===== src/rtl/core/atatf_pkg.sv =====
// ----------------------------------------------------------------------------
// atatf_pkg
// Shared types and constants for the ATA task-file command issue block.
// ----------------------------------------------------------------------------
package atatf_pkg;

   localparam int MAX_SLOTS     = 4;
   localparam int NUM_SLOTS_DEF = 4;

   localparam int SLOT_W      = 3;
   localparam int LBA_W       = 32;
   localparam int COUNT_W     = 8;
   localparam int SECTORS_W   = 32;
   localparam int SLOT_FLAG_W = 5;
   localparam int FLAGS_W     = MAX_SLOTS * SLOT_FLAG_W;

   localparam int CSR_DATA_W  = 32;
   localparam int CSR_ADDR_W  = 5;
   localparam int CSR_IDX_W   = 3;
   localparam int CSR_IDX_LSB = 2;

   localparam logic [CSR_IDX_W-1:0] CSR_SLOT_FLAGS    = 3'd0;
   localparam logic [CSR_IDX_W-1:0] CSR_SLOT0_SECTORS = 3'd1;

   // per-slot flag bits
   localparam int FLAG_PRESENT = 0;
   localparam int FLAG_ATAPI   = 1;
   localparam int FLAG_LBA     = 2;
   localparam int FLAG_CHANNEL = 3;
   localparam int FLAG_UNIT    = 4;

   // CHS split: q = lba / 63 by reciprocal, corrected by one subtract
   localparam int                  LBA28_W     = 28;
   localparam int                  RECIP_W     = 29;
   localparam logic [RECIP_W-1:0]  RECIP_63    = 29'd272696336;
   localparam int                  RECIP_SHIFT = 34;
   localparam int                  PROD_W      = LBA28_W + RECIP_W;
   localparam int                  QUOT_W      = 23;
   localparam int                  REM_W       = 7;
   localparam logic [REM_W-1:0]    CHS_SECTORS = 7'd63;

   localparam logic [1:0] STATUS_OK        = 2'd0;
   localparam logic [1:0] STATUS_NO_DEVICE = 2'd1;
   localparam logic [1:0] STATUS_RANGE     = 2'd2;
   localparam logic [1:0] STATUS_ATAPI     = 2'd3;

   localparam logic [3:0] REG_NONE     = 4'd0;
   localparam logic [3:0] REG_COUNT    = 4'd2;
   localparam logic [3:0] REG_LBA0     = 4'd3;
   localparam logic [3:0] REG_LBA1     = 4'd4;
   localparam logic [3:0] REG_LBA2     = 4'd5;
   localparam logic [3:0] REG_DEVICE   = 4'd6;
   localparam logic [3:0] REG_COMMAND  = 4'd7;
   localparam logic [3:0] REG_COUNT_HI = 4'd8;
   localparam logic [3:0] REG_LBA3     = 4'd9;
   localparam logic [3:0] REG_LBA4     = 4'd10;
   localparam logic [3:0] REG_LBA5     = 4'd11;

   localparam logic [7:0] DEV_CHS       = 8'hA0;
   localparam logic [7:0] DEV_LBA       = 8'hE0;
   localparam logic [7:0] CMD_READ      = 8'h20;
   localparam logic [7:0] CMD_READ_EXT  = 8'h24;
   localparam logic [7:0] CMD_WRITE     = 8'h30;
   localparam logic [7:0] CMD_WRITE_EXT = 8'h34;

   typedef logic [MAX_SLOTS-1:0][SLOT_FLAG_W-1:0] slot_flags_type;

   typedef enum logic [1:0] {
      ADDR_CHS   = 2'd0,
      ADDR_LBA28 = 2'd1,
      ADDR_LBA48 = 2'd2
   } addr_mode_type;

   typedef struct packed {
      logic               mode;
      logic [SLOT_W-1:0]  drive_slot;
      logic [LBA_W-1:0]   block_address;
      logic [COUNT_W-1:0] sector_count;
   } req_item_type;

   typedef struct packed {
      logic [1:0] status;
      logic       channel;
      logic [3:0] reg_index;
      logic [7:0] reg_value;
      logic       write_valid;
      logic       last;
   } rsp_item_type;

   typedef struct packed {
      logic [1:0]         status;
      logic               channel;
      logic               unit;
      logic               dir;
      addr_mode_type      addr_mode;
      logic [LBA_W-1:0]   lba;
      logic [COUNT_W-1:0] count;
      logic [QUOT_W-1:0]  quot;
   } job_type;

endpackage


===== src/rtl/core/atatf_csr.sv =====
// ----------------------------------------------------------------------------
// atatf_csr
// Register file: slot flags and per-slot capacities on an APB-style port.
// ----------------------------------------------------------------------------
module atatf_csr
   import atatf_pkg::*;
#(
   parameter int NUM_SLOTS = NUM_SLOTS_DEF
) (
   input  logic                                 clock,
   input  logic                                 reset,
   input  logic                                 psel,
   input  logic                                 penable,
   input  logic                                 pwrite,
   input  logic [CSR_ADDR_W-1:0]                paddr,
   input  logic [CSR_DATA_W-1:0]                pwdata,
   output logic [CSR_DATA_W-1:0]                prdata,
   output logic                                 pready,
   output slot_flags_type                       slot_flags,
   output logic [NUM_SLOTS-1:0][SECTORS_W-1:0]  slot_sectors
);

   localparam int SLOT_IDX_W = (NUM_SLOTS > 1) ? $clog2(NUM_SLOTS) : 1;

   slot_flags_type                      flags_ff;
   logic [NUM_SLOTS-1:0][SECTORS_W-1:0] sectors_ff;
   logic [CSR_IDX_W-1:0]                idx;
   logic [CSR_IDX_W-1:0]                sec_idx;
   logic                                wr_en;

   assign idx     = paddr[CSR_IDX_LSB +: CSR_IDX_W];
   assign sec_idx = idx - CSR_SLOT0_SECTORS;
   assign wr_en   = psel & penable & pwrite;
   assign pready  = 1'b1;

   always_ff @(posedge clock) begin
      if (reset) begin
         flags_ff   <= '0;
         sectors_ff <= '0;
      end else if (wr_en) begin
         if (idx == CSR_SLOT_FLAGS) begin
            flags_ff <= pwdata[FLAGS_W-1:0];
         end
         for (int s = 0; s < NUM_SLOTS; s++) begin
            if (idx == CSR_SLOT0_SECTORS + CSR_IDX_W'(s)) begin
               sectors_ff[s] <= pwdata[SECTORS_W-1:0];
            end
         end
      end
   end

   always_comb begin
      prdata = '0;
      priority if (idx == CSR_SLOT_FLAGS) begin
         prdata = CSR_DATA_W'(flags_ff);
      end else if (idx >= CSR_SLOT0_SECTORS &&
                   idx < CSR_SLOT0_SECTORS + CSR_IDX_W'(NUM_SLOTS)) begin
         prdata = sectors_ff[sec_idx[SLOT_IDX_W-1:0]];
      end
   end

   assign slot_flags   = flags_ff;
   assign slot_sectors = sectors_ff;

endmodule


===== src/rtl/core/atatf_decode.sv =====
// ----------------------------------------------------------------------------
// atatf_decode
// Request register and decode: slot checks, range check, addressing mode
// and the reciprocal product for the CHS split.
// ----------------------------------------------------------------------------
module atatf_decode
   import atatf_pkg::*;
#(
   parameter int NUM_SLOTS = NUM_SLOTS_DEF
) (
   input  logic                                 clock,
   input  logic                                 reset,
   input  logic                                 start,
   output logic                                 busy,
   input  req_item_type                         req_item,
   input  slot_flags_type                       slot_flags,
   input  logic [NUM_SLOTS-1:0][SECTORS_W-1:0]  slot_sectors,
   input  logic                                 job_free,
   output logic                                 load,
   output job_type                              job
);

   localparam int SLOT_IDX_W = (NUM_SLOTS > 1) ? $clog2(NUM_SLOTS) : 1;

   req_item_type            in_ff;
   logic                    in_valid_ff;
   logic                    in_valid_in;
   logic                    accept;
   logic                    slot_ok;
   logic [SLOT_FLAG_W-1:0]  fl;
   logic [SECTORS_W-1:0]    cap;
   logic [LBA_W:0]          end_blk;
   logic                    over;
   logic [PROD_W-1:0]       prod;

   assign busy   = in_valid_ff & ~job_free;
   assign accept = start & ~busy;
   assign load   = in_valid_ff & job_free;

   always_comb begin
      in_valid_in = in_valid_ff;
      priority if (accept) begin
         in_valid_in = 1'b1;
      end else if (load) begin
         in_valid_in = 1'b0;
      end
   end

   always_ff @(posedge clock) begin
      if (reset) begin
         in_valid_ff <= 1'b0;
      end else begin
         in_valid_ff <= in_valid_in;
      end
   end

   always_ff @(posedge clock) begin
      if (accept) begin
         in_ff <= req_item;
      end
   end

   assign slot_ok = in_ff.drive_slot < SLOT_W'(NUM_SLOTS);
   assign fl      = slot_flags[in_ff.drive_slot[1:0]];
   assign cap     = slot_sectors[in_ff.drive_slot[SLOT_IDX_W-1:0]];
   assign end_blk = {1'b0, in_ff.block_address} + (LBA_W+1)'(in_ff.sector_count);
   assign over    = end_blk > {1'b0, cap};
   assign prod    = PROD_W'(in_ff.block_address[LBA28_W-1:0]) * PROD_W'(RECIP_63);

   always_comb begin
      job.channel   = fl[FLAG_CHANNEL];
      job.unit      = fl[FLAG_UNIT];
      job.dir       = in_ff.mode;
      job.lba       = in_ff.block_address;
      job.count     = in_ff.sector_count;
      job.quot      = prod[RECIP_SHIFT +: QUOT_W];
      priority if (!slot_ok || !fl[FLAG_PRESENT]) begin
         job.status  = STATUS_NO_DEVICE;
         job.channel = 1'b0;
      end else if (fl[FLAG_ATAPI]) begin
         job.status  = STATUS_ATAPI;
      end else if (over) begin
         job.status  = STATUS_RANGE;
      end else begin
         job.status  = STATUS_OK;
      end
      priority if (in_ff.block_address[LBA_W-1:LBA28_W] != '0) begin
         job.addr_mode = ADDR_LBA48;
      end else if (fl[FLAG_LBA]) begin
         job.addr_mode = ADDR_LBA28;
      end else begin
         job.addr_mode = ADDR_CHS;
      end
   end

endmodule


===== src/rtl/core/atatf_emit.sv =====
// ----------------------------------------------------------------------------
// atatf_emit
// Write sequencer: steps through the task-file writes of one decoded
// request, one registered result per cycle.
// ----------------------------------------------------------------------------
module atatf_emit
   import atatf_pkg::*;
(
   input  logic          clock,
   input  logic          reset,
   input  logic          load,
   input  job_type       job_in,
   output logic          job_free,
   output logic          rsp_valid,
   output rsp_item_type  rsp_item
);

   localparam logic [3:0] STEP_DEV     = 4'd0;
   localparam logic [3:0] STEP_CNT_HI  = 4'd1;
   localparam logic [3:0] STEP_LBA3    = 4'd2;
   localparam logic [3:0] STEP_LBA4    = 4'd3;
   localparam logic [3:0] STEP_LBA5    = 4'd4;
   localparam logic [3:0] STEP_COUNT   = 4'd5;
   localparam logic [3:0] STEP_LBA0    = 4'd6;
   localparam logic [3:0] STEP_LBA1    = 4'd7;
   localparam logic [3:0] STEP_LBA2    = 4'd8;
   localparam logic [3:0] STEP_CMD     = 4'd9;

   job_type               job_ff;
   logic                  job_valid_ff;
   logic                  job_valid_in;
   logic [3:0]            step_ff;
   logic [3:0]            step_in;
   logic                  job_last;
   logic                  rsp_valid_ff;
   rsp_item_type          rsp_ff;
   rsp_item_type          rsp_in;

   logic [LBA28_W:0]      q63;
   logic [LBA28_W:0]      rem_full;
   logic [REM_W-1:0]      rem0;
   logic [REM_W-1:0]      rem;
   logic [QUOT_W-1:0]     quot;
   logic [7:0]            b0;
   logic [7:0]            b1;
   logic [7:0]            b2;
   logic [3:0]            head;
   logic [7:0]            dev_val;
   logic [7:0]            cmd_val;
   logic                  is_48;

   assign job_last = job_valid_ff & ((job_ff.status != STATUS_OK) | (step_ff == STEP_CMD));
   assign job_free = ~job_valid_ff | job_last;
   assign is_48    = job_ff.addr_mode == ADDR_LBA48;

   always_comb begin
      job_valid_in = job_valid_ff;
      step_in      = step_ff;
      priority if (load) begin
         job_valid_in = 1'b1;
         step_in      = STEP_DEV;
      end else if (job_last) begin
         job_valid_in = 1'b0;
         step_in      = STEP_DEV;
      end else if (job_valid_ff) begin
         step_in = (step_ff == STEP_DEV && !is_48) ? STEP_COUNT : step_ff + 4'd1;
      end
   end

   // CHS: correct the reciprocal quotient, then split into cylinder/head/sector
   assign q63      = {job_ff.quot, 6'b0} - (LBA28_W+1)'(job_ff.quot);
   assign rem_full = (LBA28_W+1)'(job_ff.lba[LBA28_W-1:0]) - q63;
   assign rem0     = rem_full[REM_W-1:0];

   always_comb begin
      if (rem0 >= CHS_SECTORS) begin
         rem  = rem0 - CHS_SECTORS;
         quot = job_ff.quot + QUOT_W'(1);
      end else begin
         rem  = rem0;
         quot = job_ff.quot;
      end
   end

   always_comb begin
      unique case (job_ff.addr_mode)
         ADDR_CHS: begin
            b0      = 8'(rem) + 8'd1;
            b1      = quot[11:4];
            b2      = quot[19:12];
            head    = quot[3:0];
            dev_val = DEV_CHS;
         end
         ADDR_LBA28: begin
            b0      = job_ff.lba[7:0];
            b1      = job_ff.lba[15:8];
            b2      = job_ff.lba[23:16];
            head    = job_ff.lba[27:24];
            dev_val = DEV_LBA;
         end
         default: begin
            b0      = job_ff.lba[7:0];
            b1      = job_ff.lba[15:8];
            b2      = job_ff.lba[23:16];
            head    = 4'd0;
            dev_val = DEV_LBA;
         end
      endcase
      if (job_ff.dir) begin
         cmd_val = is_48 ? CMD_WRITE_EXT : CMD_WRITE;
      end else begin
         cmd_val = is_48 ? CMD_READ_EXT : CMD_READ;
      end
   end

   always_comb begin
      rsp_in.status      = job_ff.status;
      rsp_in.channel     = job_ff.channel;
      rsp_in.write_valid = 1'b1;
      rsp_in.last        = 1'b0;
      rsp_in.reg_index   = REG_NONE;
      rsp_in.reg_value   = 8'd0;
      if (job_ff.status != STATUS_OK) begin
         rsp_in.write_valid = 1'b0;
         rsp_in.last        = 1'b1;
      end else begin
         unique case (step_ff)
            STEP_DEV: begin
               rsp_in.reg_index = REG_DEVICE;
               rsp_in.reg_value = dev_val | {3'b0, job_ff.unit, head};
            end
            STEP_CNT_HI: rsp_in.reg_index = REG_COUNT_HI;
            STEP_LBA3: begin
               rsp_in.reg_index = REG_LBA3;
               rsp_in.reg_value = job_ff.lba[31:24];
            end
            STEP_LBA4:   rsp_in.reg_index = REG_LBA4;
            STEP_LBA5:   rsp_in.reg_index = REG_LBA5;
            STEP_COUNT: begin
               rsp_in.reg_index = REG_COUNT;
               rsp_in.reg_value = job_ff.count;
            end
            STEP_LBA0: begin
               rsp_in.reg_index = REG_LBA0;
               rsp_in.reg_value = b0;
            end
            STEP_LBA1: begin
               rsp_in.reg_index = REG_LBA1;
               rsp_in.reg_value = b1;
            end
            STEP_LBA2: begin
               rsp_in.reg_index = REG_LBA2;
               rsp_in.reg_value = b2;
            end
            STEP_CMD: begin
               rsp_in.reg_index = REG_COMMAND;
               rsp_in.reg_value = cmd_val;
               rsp_in.last      = 1'b1;
            end
            default: rsp_in.write_valid = 1'b0;
         endcase
      end
   end

   always_ff @(posedge clock) begin
      if (reset) begin
         job_valid_ff <= 1'b0;
         step_ff      <= STEP_DEV;
         rsp_valid_ff <= 1'b0;
      end else begin
         job_valid_ff <= job_valid_in;
         step_ff      <= step_in;
         rsp_valid_ff <= job_valid_ff;
      end
   end

   always_ff @(posedge clock) begin
      if (load) begin
         job_ff <= job_in;
      end
      rsp_ff <= rsp_in;
   end

   assign rsp_valid = rsp_valid_ff;
   assign rsp_item  = rsp_ff;

`ifndef SYNTHESIS
   a_load_when_free: assert property (@(posedge clock) disable iff (reset)
      load |-> job_free)
      else $error("job loaded while sequencer busy");

   a_burst_contiguous: assert property (@(posedge clock) disable iff (reset)
      rsp_valid_ff && !rsp_ff.last |=> rsp_valid_ff)
      else $error("gap inside a request's results");

   a_ok_ends_command: assert property (@(posedge clock) disable iff (reset)
      rsp_valid_ff && rsp_ff.last && rsp_ff.status == STATUS_OK
      |-> rsp_ff.reg_index == REG_COMMAND)
      else $error("successful request not closed by command write");

   a_step_range: assert property (@(posedge clock) disable iff (reset)
      job_valid_ff |-> step_ff <= STEP_CMD)
      else $error("step counter out of range");
`endif

endmodule


===== src/rtl/core/ata_taskfile_command_issue_top.sv =====
// ----------------------------------------------------------------------------
// ata_taskfile_command_issue_top
// Turns a sector read/write request into the ordered ATA task-file writes
// (LBA48, LBA28 or CHS addressing), or one error result.
// A request passes the request register and the job register; its first result
// comes from the result register. One result per cycle while a request is
// sequencing: ten task-file writes (LBA48), six (LBA28/CHS) or one error result.
// Next request is taken while the previous one is still sequencing.
// Synchronous reset clears control state and CSR registers, not data registers.
// ----------------------------------------------------------------------------
module ata_taskfile_command_issue_top
   import atatf_pkg::*;
#(
   parameter int NUM_SLOTS = NUM_SLOTS_DEF
) (
   input  logic                   clock,
   input  logic                   reset,
   input  logic                   start,
   output logic                   busy,
   input  req_item_type           req_item,
   output logic                   rsp_valid,
   output rsp_item_type           rsp_item,
   input  logic                   psel,
   input  logic                   penable,
   input  logic                   pwrite,
   input  logic [CSR_ADDR_W-1:0]  paddr,
   input  logic [CSR_DATA_W-1:0]  pwdata,
   output logic [CSR_DATA_W-1:0]  prdata,
   output logic                   pready
);

   slot_flags_type                      slot_flags;
   logic [NUM_SLOTS-1:0][SECTORS_W-1:0] slot_sectors;
   logic                                job_free;
   logic                                load;
   job_type                             job;

   atatf_csr #(
      .NUM_SLOTS (NUM_SLOTS)
   ) u_csr (
      .clock        (clock),
      .reset        (reset),
      .psel         (psel),
      .penable      (penable),
      .pwrite       (pwrite),
      .paddr        (paddr),
      .pwdata       (pwdata),
      .prdata       (prdata),
      .pready       (pready),
      .slot_flags   (slot_flags),
      .slot_sectors (slot_sectors)
   );

   atatf_decode #(
      .NUM_SLOTS (NUM_SLOTS)
   ) u_decode (
      .clock        (clock),
      .reset        (reset),
      .start        (start),
      .busy         (busy),
      .req_item     (req_item),
      .slot_flags   (slot_flags),
      .slot_sectors (slot_sectors),
      .job_free     (job_free),
      .load         (load),
      .job          (job)
   );

   atatf_emit u_emit (
      .clock     (clock),
      .reset     (reset),
      .load      (load),
      .job_in    (job),
      .job_free  (job_free),
      .rsp_valid (rsp_valid),
      .rsp_item  (rsp_item)
   );

endmodule

===== config.mk =====
export PLATFORM = sky130hd
export DESIGN_NAME = ata_taskfile_command_issue_top
export DESIGN_NICKNAME = d
export VERILOG_FILES = /design/src/rtl/core/atatf_pkg.sv /design/src/rtl/core/atatf_csr.sv /design/src/rtl/core/atatf_decode.sv /design/src/rtl/core/atatf_emit.sv /design/src/rtl/core/ata_taskfile_command_issue_top.sv
export SDC_FILE = /design/constraint.sdc
export NUM_CORES = 1
export LEC_CHECK = 0
export BUFFER_PORTS_ARGS = -buffer_cell sky130_fd_sc_hd__clkbuf_2
export CORE_ASPECT_RATIO = 1.4
export CORE_MARGIN = 2
export CORE_UTILIZATION = 26
export CTS_BUF_LIST = sky130_fd_sc_hd__clkbuf_4 sky130_fd_sc_hd__clkbuf_8
export DETAILED_ROUTE_END_ITERATION = 6
export PLACE_DENSITY_LB_ADDON = 0.25
export SYNTH_ARGS = -nofsm -noshare
export SYNTH_HDL_FRONTEND = slang
export SYNTH_HIERARCHICAL = 1
export SYNTH_SLANG_ARGS = --single-unit

===== constraint.sdc =====
create_clock -name clock -period 5.7 [get_ports clock]
set_input_delay 0.855 -clock clock [delete_from_list [all_inputs] [get_ports clock]]
set_output_delay 0.855 -clock clock [all_outputs]
set_load 0.05 [all_outputs]

Word level (Yosys, flattened, before mapping)
Index checks and enable logic that the tools add are counted.
{"block": "classes", "n_addsub": 8, "mul": 1, "n_div": 0, "order_cmp": 7, "n_eq_ne": 15, "n_shift": 0, "n_mux": 30, "bitwise_logic": 12, "reduce_logical": 21}
{"op": "$bmux 32 s2", "count": 2}
{"op": "$mux 32", "count": 4}
{"op": "$pmux 8 s7", "count": 1}
{"op": "$mul 28x25->50 const B", "count": 1}
{"op": "$pmux 4 s10", "count": 1}
{"op": "$add 32x8->33", "count": 1}
{"op": "$gt 33x32->1", "count": 1}
{"op": "$mux 8", "count": 4}
{"op": "$add 20x1->20 const B", "count": 1}
{"op": "$mux 20", "count": 1}
{"op": "$eq 4x3->1 const B", "count": 4}
{"op": "$mux 7", "count": 2}
{"op": "$sub 7x7->7", "count": 2}
{"op": "$bmux 5 s2", "count": 1}
{"op": "$reduce_and 2->1", "count": 5}
{"op": "$reduce_or 10->1", "count": 1}
{"op": "$add 7x1->8 const B", "count": 1}
{"op": "$eq 4x2->1 const B", "count": 2}
{"op": "$eq 4x4->1 const B", "count": 2}
{"op": "$or 8x5->8", "count": 1}
{"op": "$pmux 4 s2", "count": 1}
{"op": "$ge 7x6->1 const B", "count": 1}
{"op": "$mux 1", "count": 7}
{"op": "$sub 7x6->7 const B", "count": 1}
{"op": "28 further kinds", "count": 46}
{"block": "totals", "register_bits": 283, "latchBits": 0, "ram_bits": 0, "rom_bits": 0, "out_inout_bits": 52, "elab_cells": 125, "memories": 0}

Depth between registers and ports, before layout
{"block": "depth", "word_depth": 9, "mapped_depth": 21}

Modules after synthesis
Netlist, hierarchy kept.
{"module": "atatf_decode", "instances": 1, "cells_per_inst": 821, "area_per_inst_um2": 8067.7}
{"module": "atatf_csr", "instances": 1, "cells_per_inst": 679, "area_per_inst_um2": 6942.9}
{"module": "atatf_emit", "instances": 1, "cells_per_inst": 431, "area_per_inst_um2": 4642.0}

Worst setup path after synthesis
No wires, ideal clock.
{"block": "synth_timing", "kind": "register to register", "startpoint": "reg u_decode.in_ff (netlist bit u_decode/job[32])", "endpoint": "reg u_emit/job_ff[11] (netlist name) (data pin)", "setup_time_ns": 0.261, "t_arrival_ns": 4.379, "required_ns": 5.439, "slack_ns": 1.060, "path_stages_with_launch": 19, "path_buffers": 0, "cell_sequence": "edfxtp_1 > ha_1 > inv_1 > fa_1 > inv_1 > fa_1 > inv_1 > fa_1 > inv_1 > ha_1 > ha_1 > a211oi_1 > nor2_1 > a211oi_2 > o21ai_0 > nor2_2 > o21ai_2 > a21o_1 > a311o_1"}
{"element": "start: declaration", "line_no": "atatf_decode.sv:25", "source": "req_item_type in_ff;"}
{"element": "start signal: assignment", "line_no": "atatf_decode.sv:59", "source": "in_ff <= req_item;"}
{"element": "end signal: assignment", "line_no": "atatf_emit.sv:179", "source": "job_ff <= job_in;"}
{"element": "end: declaration", "line_no": "atatf_emit.sv:29", "source": "job_type job_ff;"}

==> impl_metrics.yaml <==
status:
  status: "completed"
global_route:
  grt_overflow: 0
  grt_pass1_wl_um: 94800
  grt_max_degree: 97
  grtUsageTotal: 0.160
  grt_pass1_vias: 15500
  antenna_found_initial: 5
yosys:
  synth_area_sq_um: 19600
  syn-num-nets: 2241
  syn_avg_cell_area_sq_um: 10.2
  synth_cells: 1916
  yosys_warnings: 6
clocking:
  clk_pin_slew_ps: 60
  cts_inserted_buffers: 51
  cts_htree_levels: 2
  hold_buffers: 0
  clockBufferDepth: 3
  clk_latency_ps: 670
  post_cts_buffers: 0
  cts_root_buf: "clkbuf_8"
  cts.sinks: 283
  cts_resized: 0
  cts_tree: "yes"
critical_path:
  worstSetupEndpointType: "flip-flop"
  cp.arrival_ps: 5540
  crit_end: "u_emit/job_ff[15]"
  crit_required_ps: 6040
  crit_type: "reg -> reg"
  start_kind: "flip-flop"
  r2r_start: "u_decode/job[39]"
  r2r-end: "u_emit/job_ff[15]"
  reg2reg_slack_ps: 500
  path_max_fanout: 9
  cp-startpoint: "u_decode/job[39]"
  reg2regPathDepth: 17
power_and_ir_drop:
  p_leak_nw: 9.08
  peakVddDrop_mv: 0.240
  powerDensity_nw_per_um2: 337
floorplanning:
  die_x_um: 236
  rows: 119
  start_util: 0.261
  io_pins: 139
  die_h_um: 329
  die_area_sq_um: 77500
  core_sq_um: 74900
sta:
  clock_skew_ps: 76.9
  max_slew_margin: 0.330
  timing.setup.tns_ps: 0
  hold_viol_final: 0
  fin_crit_ps: 5200
  slew_viol_final: 0
  setup_viol: 0
  min_period_over_period: 0.912
  whs_ps: 343
  max_freq_mhz: 192
  tightestPinTransition_ps: 998
  grt_setup_unrepaired: "false"
placed_design:
  io_buffers: 135
  post_dp_cell_area_sq_um: 21000
  gp_congestion: 0.865
  place_hpwl_um: 46600
  dp_cells: 2917
cells_and_area:
  layout-drive-gt1-share: 0.174
  area_growth_syn_to_layout_pct: 12.5
  postLayoutCoreUtil: 0.294
  fin_cells: 3005
  fin_area_sq_um: 22000
  layout.nets: 2327
  fillers: 7757
drt:
  via_count: 15000
  ant_nets: 0
  dr.first_iter.drc_count: 966
  dr.pass1.iters: 5
  wl_per_cell_um: 20.8
  drcViolationCount: 0
  wirelength_um: 62400
  via_per_inst: 4.98
job:
  cap_violations: 0
worst_hold_path:
  min_path_type: "reg -> reg"
[cell type report]
class | instances | area [sq um] | area share
Multi-Input combinational cell | 1344 | 11500 | 0.521
Sequential cell | 283 | 6780 | 0.308
Tap cell | 968 | 1210 | 0.0550
Clock buffer | 77 | 928 | 0.0422
Timing Repair Buffer | 164 | 908 | 0.0413
Inverter | 158 | 593 | 0.0270
Clock inverter | 10 | 111 | 0.00506
Antenna cell | 1 | 2.50 | 0.000114
[worst max-delay path: stages, from the launching register on]
cell and delay (ps):
edfxtp_1 530, ha_1 380, fa_1 550, fa_1 560, inv_1 60, fa_1 500
inv_1 40, ha_1 290, ha_1 380, nand4_1 150, nor2_1 170, nand3_1 90
nor3_1 210, buf_4 180, o21ai_2 110, o21ai_0 370, a21oi_1 140, xnor2_1 150
[how the worst min path moves through the flow]
stage / start / to / slack, ps / cells past startpoint
floorplan: u_emit/job_ff[67] / u_emit/rsp_item[14] / 320 / 0
global placement: u_emit/job_ff[67] / u_emit/rsp_item[14] / 330 / 0
detailed placement: u_emit/job_ff[67] / u_emit/rsp_item[14] / 330 / 0
CTS: req_item[4] / u_decode/job[27] / 300 / 1
global route: req_item[43] / u_decode/job[65] / 320 / 1
finish: u_emit/job_ff[67] / u_emit/rsp_item[14] / 340 / 0
[power by group]
group / switching (mW) / leakage [nW] / total, mW / internal, mW
registers: 0.124 / 2.44 / 2.36 / 2.24
clock network: 0.890 / 0.545 / 2.01 / 1.12
logic: 1.86 / 6.09 / 3.03 / 1.17
total: 2.87 / 9.08 / 7.41 / 4.54
[cell usage in the layout (no fill, tap or decap), drive strengths merged, types with 5 or more instances in the layout]
cell type,instances
a21o,20
ha,208
clkinv,5
edfxtp,111
a31oi,15
and3,8
inv,159
fa,30
mux2i,99
a21oi,109
a211o,5
and2,25
o211ai,11
nand2,73
nand3,85
nand2b,138
or3,6
nor3,21
xnor2,53
nor2b,16
nor2,81
xor2,27
a22o,22
o21ai,101
dfxtp,172
nand4,30
a211oi,15
buf,30
clkbuf,211
nor4,9
mux4,69
[flip-flops by register name, indices dropped and copies added, names as in the netlist]
register              cells
u_emit/job_ff            67
u_decode/in_valid_ff      1
u_decode/job             41
u_csr/slot_sectors      128
u_emit/rsp_valid          1
u_emit/job_valid_ff       1
u_decode/in_ff            3
u_emit/rsp_item          17
u_csr/slot_flags         20
u_emit/step_ff            4
[stage by stage]
step	setup slack (ps)	power (mW)
3_3_place_gp	641	5.40
2_1_floorplan	1060	4.67
5_1_grt	109	7.92
4_1_cts	463	7.49
6_report	503	7.41
3_5_place_dp	565	5.43
[layer usage]
| layer | track usage | wire [um] | up-vias |
|---|---|---|---|
| met5 | 0 | 37 | - |
| met4 | 0.0546 | 1970 | 6 |
| met3 | 0.0248 | 2780 | 94 |
| met2 | 0.294 | 32200 | 412 |
| met1 | 0.188 | 25400 | 7416 |
| li1 | - | - | 7041 |
(Power assumes the default switching activity.)
